--- config.mk ---
export PLATFORM = sky130hd
export DESIGN_NAME = mdf_modmul
export DESIGN_NICKNAME = d
export VERILOG_FILES = /design/src/mdf_pkg.sv /design/src/mdf_modmul.sv
export SDC_FILE = /design/constraint.sdc
export NUM_CORES = 2
export LEC_CHECK = 0
export BUFFER_PORTS_ARGS = -buffer_cell sky130_fd_sc_hd__buf_2
export CORE_MARGIN = 4
export CORE_UTILIZATION = 45
export CTS_CLUSTER_DIAMETER = 150
export DETAILED_ROUTE_END_ITERATION = 16
export PLACE_DENSITY_LB_ADDON = 0.05
export SYNTH_ARGS = -nofsm -noshare
export SYNTH_HDL_FRONTEND = slang
export SYNTH_SLANG_ARGS = --single-unit
--- constraint.sdc ---
create_clock -name i_clk -period 12.8 [get_ports i_clk]
set_clock_uncertainty 0.1 [all_clocks]
set_input_delay 1.92 -clock i_clk [delete_from_list [all_inputs] [get_ports i_clk]]
set_output_delay 1.92 -clock i_clk [all_outputs]
set_load 0.1 [all_outputs]
--- src/mdf_pkg.sv ---
// Package for the modular divider: field widths, prime, Barrett constant,
// exponent and multiplier latency. No dependencies.
package mdf_pkg;

    localparam int unsigned W = 30;
    localparam logic [W-1:0] PRIME = 30'd998244353;
    // Fermat exponent, prime minus two
    localparam logic [W-1:0] EXPO = PRIME - 30'd2;
    localparam int unsigned ROUNDS = W;
    // Barrett reciprocal floor(2^60 / prime), fits in 31 bits
    localparam logic [60:0] TWO_POW_60 = 61'd1 << 60;
    localparam logic [60:0] MU_WIDE = TWO_POW_60 / {31'd0, PRIME};
    localparam logic [30:0] MU = MU_WIDE[30:0];
    // Register stages in one modular multiplier
    localparam int unsigned MUL_LAT = 4;

    typedef logic [W-1:0] t_word;

endpackage

--- src/mdf_modmul.sv ---
// Four-stage modular multiplier a*b mod prime using Barrett reduction.
// Depends on mdf_pkg.
module mdf_modmul (
    input  logic          i_clk,
    input  logic          i_en,
    input  mdf_pkg::t_word i_a,
    input  mdf_pkg::t_word i_b,
    output mdf_pkg::t_word o_p
);
    import mdf_pkg::*;

    logic [59:0] r_prod;
    logic [61:0] r_q2;
    logic [31:0] r_lo2;
    logic [31:0] r_qp;
    logic [31:0] r_lo3;
    t_word       r_res;
    logic [61:0] n_q2;
    logic [61:0] n_qp;
    logic [31:0] n_rem;
    logic [31:0] n_rem1;
    logic [31:0] n_rem2;

    // Estimate the quotient and its multiple of the prime, then reduce the remainder
    always_comb begin
        n_q2 = {31'd0, r_prod[59:29]} * {31'd0, MU};
        n_qp = {31'd0, r_q2[61:31]} * {32'd0, PRIME};
        n_rem = r_lo3 - r_qp;
        n_rem1 = (n_rem >= {2'b00, PRIME}) ? n_rem - {2'b00, PRIME} : n_rem;
        n_rem2 = (n_rem1 >= {2'b00, PRIME}) ? n_rem1 - {2'b00, PRIME} : n_rem1;
    end

    // Advance the stages together
    always_ff @(posedge i_clk) begin
        if (i_en) begin
            r_prod <= {30'd0, i_a} * {30'd0, i_b};
            r_q2   <= n_q2;
            r_lo2  <= r_prod[31:0];
            r_qp   <= n_qp[31:0];
            r_lo3  <= r_lo2;
            r_res  <= n_rem2[W-1:0];
        end
    end

    assign o_p = r_res;
endmodule

== Word level (Yosys, flattened, before mapping) ==
Index checks and enable logic that the tools add are counted.

* Bits of input ports: 62
* Register bits: 248
* Output and inout port bits: 30

* Multiply operators: 3
* $add $sub $neg: 3
* Mux-type cells: 2
* Magnitude comparators: 2

{| class="wikitable"
|+ Operator list
! operator !! count
|-
| >= comparator 32 x 30 -> 1 bit (second input constant) || 2
|-
| multiplier 31 x 31 -> 62 bit (second input constant) || 1
|-
| multiplier 30 x 30 -> 60 bit || 1
|-
| multiplier 31 x 30 -> 32 bit (second input constant) || 1
|-
| 2-to-1 mux 32 bit || 1
|-
| subtractor 32 x 30 -> 32 bit (second input constant) || 1
|-
| subtractor 32 bit || 1
|-
| 2-to-1 mux 30 bit || 1
|-
| subtractor 30 bit (second input constant) || 1
|}

== Logic depth before layout (Yosys ltp) ==
* Depth in word-level cells: 5
* Depth in mapped cells: 35
* Depth with buffers taken out: 34

== Least setup slack after synthesis ==
Ideal clock, no wire load.

* Path type: in2reg
* Start point: in i_b[15]
* End point: reg r_prod[56], data pin
* Data arrival time: 9.919 ns
* Cell stages on the path: 33
* Setup time: 0.264 ns
* Data required time: 12.436 ns
* Path slack: 2.517 ns
* Path through: clkbuf_1 -> and2_1 -> fa_1 -> inv_1 -> fa_1 -> inv_1 -> fa_1 -> inv_1 -> fa_1 -> inv_1 -> fa_1 -> fa_1 -> fa_1 -> inv_1 -> fa_1 -> inv_1 -> ha_1 -> a21o_1 -> a21o_1 -> a21o_1 -> a21o_1 -> a21o_1 -> a21o_1 -> a211o_1 -> o31a_1 -> o31a_1 -> o31a_1 -> o41a_1 -> a211o_1 -> o2111ai_1 -> nand2b_1 -> a21oi_1 -> xnor2_1

* Word-level cells in the longest chain between the ends: 1

{| class="wikitable"
|+ RTL lines
! item !! RTL line !! text
|-
| from (decl) || mdf_modmul.sv:7 || <nowiki>input mdf_pkg::t_word i_b,</nowiki>
|-
| multiplier 30 x 30 -> 60 bit || mdf_modmul.sv:36 || <nowiki>r_prod <= {30'd0, i_a} * {30'd0, i_b};</nowiki>
|-
| to (signal assigned) || mdf_modmul.sv:36 ||
|-
| to (decl) || mdf_modmul.sv:12 || <nowiki>logic [59:0] r_prod;</nowiki>
|}

No other way between the ends.
A chain may end at the register's enable or synchronous reset.

== Worst setup path in the final report ==
Ends and elaborated chain as after synthesis.

==> run summary <==
Synth Register Bits - 217
Post-synthesis cell count - 5,443
Rows - 126
FMAX - 94.0 MHz
CP endpoint kind - flip-flop
Hold depth - 0
Worst Tran Pin Value - 0.988 ns
Period utilization - 83.1%
Boundary Pins - 92
Post-synth top area share - 39.1%
Global-route wire length before repair - 227 mm
Area growth syn-to-layout - 4.93%
Die Y - 353 um
H-tree lvl count - 1
Placer Congestion - 0.884
Postcts setup bufs - 0
Startpoint Class - input port
Clk_lat worst skew - 0.54 ns
CP max FO - 30
Final setup TNS - 0 ns
Synth cell types - 89
Slowest CP cell - fa_1
Commonest non-fill, non-tap cells in the layout - inv_1 (1,286), fa_1 (1,048), ha_1 (714)
Synth warnings - 0
Status - finished, final reports clean
GRT Resource Usage Total - 23.2%
Mapped Area - 0.0537 mm^2
Syn nets - 7,267
Remaining Overflow, GRT - 0
Seq/Total Area, Yosys - 12.1%
Number of global-route vias before repair - 38,800
Reg-to-Reg Start - r_prod[35]
Final nets - 7,217
Share of cells above drive strength 1 - 3.85%
Via Count - 35,700
Antenna viol nets, final - 0
Worst R2R End - r_q2[58]
Reg2Reg Depth - 31
Max clock buf depth - 3
Final hold viol count - 0
Slew HR - 33.3%
Drt pass-1 iters - 5
Hold_sp - r_lo2[17]
Async set or reset register ratio after synthesis - 0%
Mapped Avg Cell Area - 9.86 um^2
CTS tree - yes
Largest net degree at the start of global routing - 81
CP Class - input port to flip-flop
Hold slack - 0.317 ns
Top post-synthesis cells by area - fa_1 (39%), ha_1 (17%), edfxtp_1 (12%), inv_1 (9.0%), and2_1 (6.2%)
Slowest stage delay, CP - 0.53 ns
CP Data Required Time - 12.97 ns
Commonest non-fill, non-tap cell in the layout - inv_1
Post-CTS sizing - 0
Unrepaired setup endpoints after global routing - no
Hold buffers post-CTS - 0
CTS root buf - clkbuf_16
Sink Count - 217
Post-synth EDFFs - 217
Cell taking the most area after synthesis - fa_1
Clock transition at path regs - 0.06 ns
Worst hold path type - flip-flop to flip-flop
Layout Utilization - 47.6%
Drt via density - 5.14
Slew Viols, Final - 0
Fillers - 11,400
Die W - 353 um
Remaining DRCs - 0
Top FF cell, synth - edfxtp_1
Worst reg-to-reg setup slack - 4.03 ns
CTS buffer count - 24
Final setup fails - 0
Number of DRC markers in iteration 0 - 1,820
Crit path DAT - 10.80 ns
Core area - 0.118 mm^2
Crit path time final - 10.63 ns
Starting density of the core - 45.4%
Drt wl/cell - 20.2 um
Endpoint, Worst Hold - r_lo3[17]
Initial antenna violation count - 2
Most used cell, CP - fa_1
Port buffer count - 91
DRT Wirelength - 140 mm
Maximum capacitance violations - 0
Dpl hpwl - 114 mm
Die ar. - 0.125 mm^2
-- per-layer routing --
layer  GRT usage (%)  share of wire, %  vias up
met5               0                 0        -
met4            3.71               1.7        0
met3            1.80               4.0       91
met2            37.4                45      711
met1            35.0                49    18200
li1                -                 -    16700
-- critical path, delay by kind of cell --
kind	cells	cell delay, ns
AO/OA/AOI/OAI	14	3.32
XOR/XNOR	1	0.10
adder cells (fa/ha/maj)	9	4.39
buffers and inverters	7	0.65
AND/OR/NAND/NOR	2	0.39
-- flip-flops by register name, summed over array words and instances, names as in the netlist --
name	count
r_lo2	31
r_prod	60
o_p	30
r_q2	32
r_qp	32
r_lo3	32
-- cell type report --
type / instances / area, um^2 / share of cell area (%)
clock inverters: 16 / 136 / 0.242
flip-flops and latches: 217 / 6520 / 11.6
multi-input cells: 3727 / 41500 / 73.7
repair buffers: 137 / 811 / 1.44
clock buffers: 26 / 608 / 1.08
well taps: 1536 / 1920 / 3.41
diodes: 2 / 5.00 / 0.00889
inverters: 1286 / 4830 / 8.57
-- how the worst max path moves through the flow --
stage,startpoint,to,slack (ns),cells after the start
6_report,i_b[15],r_prod[56],2.17,33
5_1_grt,i_a[15],r_prod[56],1.66,29
4_1_cts,i_b[15],r_prod[56],2.20,33
3_5_place_dp,i_b[15],r_prod[56],1.63,33
3_3_place_gp,i_b[15],r_prod[56],1.67,33
2_1_floorplan,i_b[15],r_prod[56],2.52,33
-- synth_stat cells, types with 34 or more instances --
cell type,n
inv_1,1286
fa_1,1048
ha_1,714
and2_1,533
nand2_1,463
edfxtp_1,217
clkbuf_1,202
xnor2_1,120
a21oi_1,119
nor2_1,107
a21o_1,70
o21ai_0,56
xor2_1,44
nor3_1,42
nand3_1,41
o21a_1,34
-- cell families after synthesis --
group,after synthesis,synth area share (%)
and+or+nand+nor,1345,13.1
buffers and inverters,1499,10.6
muxes,3,0.0559
adders and majority gates,1762,55.7
AOI/OAI and AO/OA,451,5.73
xor gates and xnor gates,166,2.74
DFF,217,12.1
-- through the flow --
stage               cells  setup slack (ns)  area [um^2]
floorplan            5443              2.52        53700
global route         6946              1.66        56300
CTS                  6945              2.20        56300
detailed placement   6903              1.63        55600
global placement     6903              1.67        55600
finish               6947              2.17        56300
Power is not shown: default switching activity piles up to over one toggle a cycle in this logic, so the estimate is an artifact.
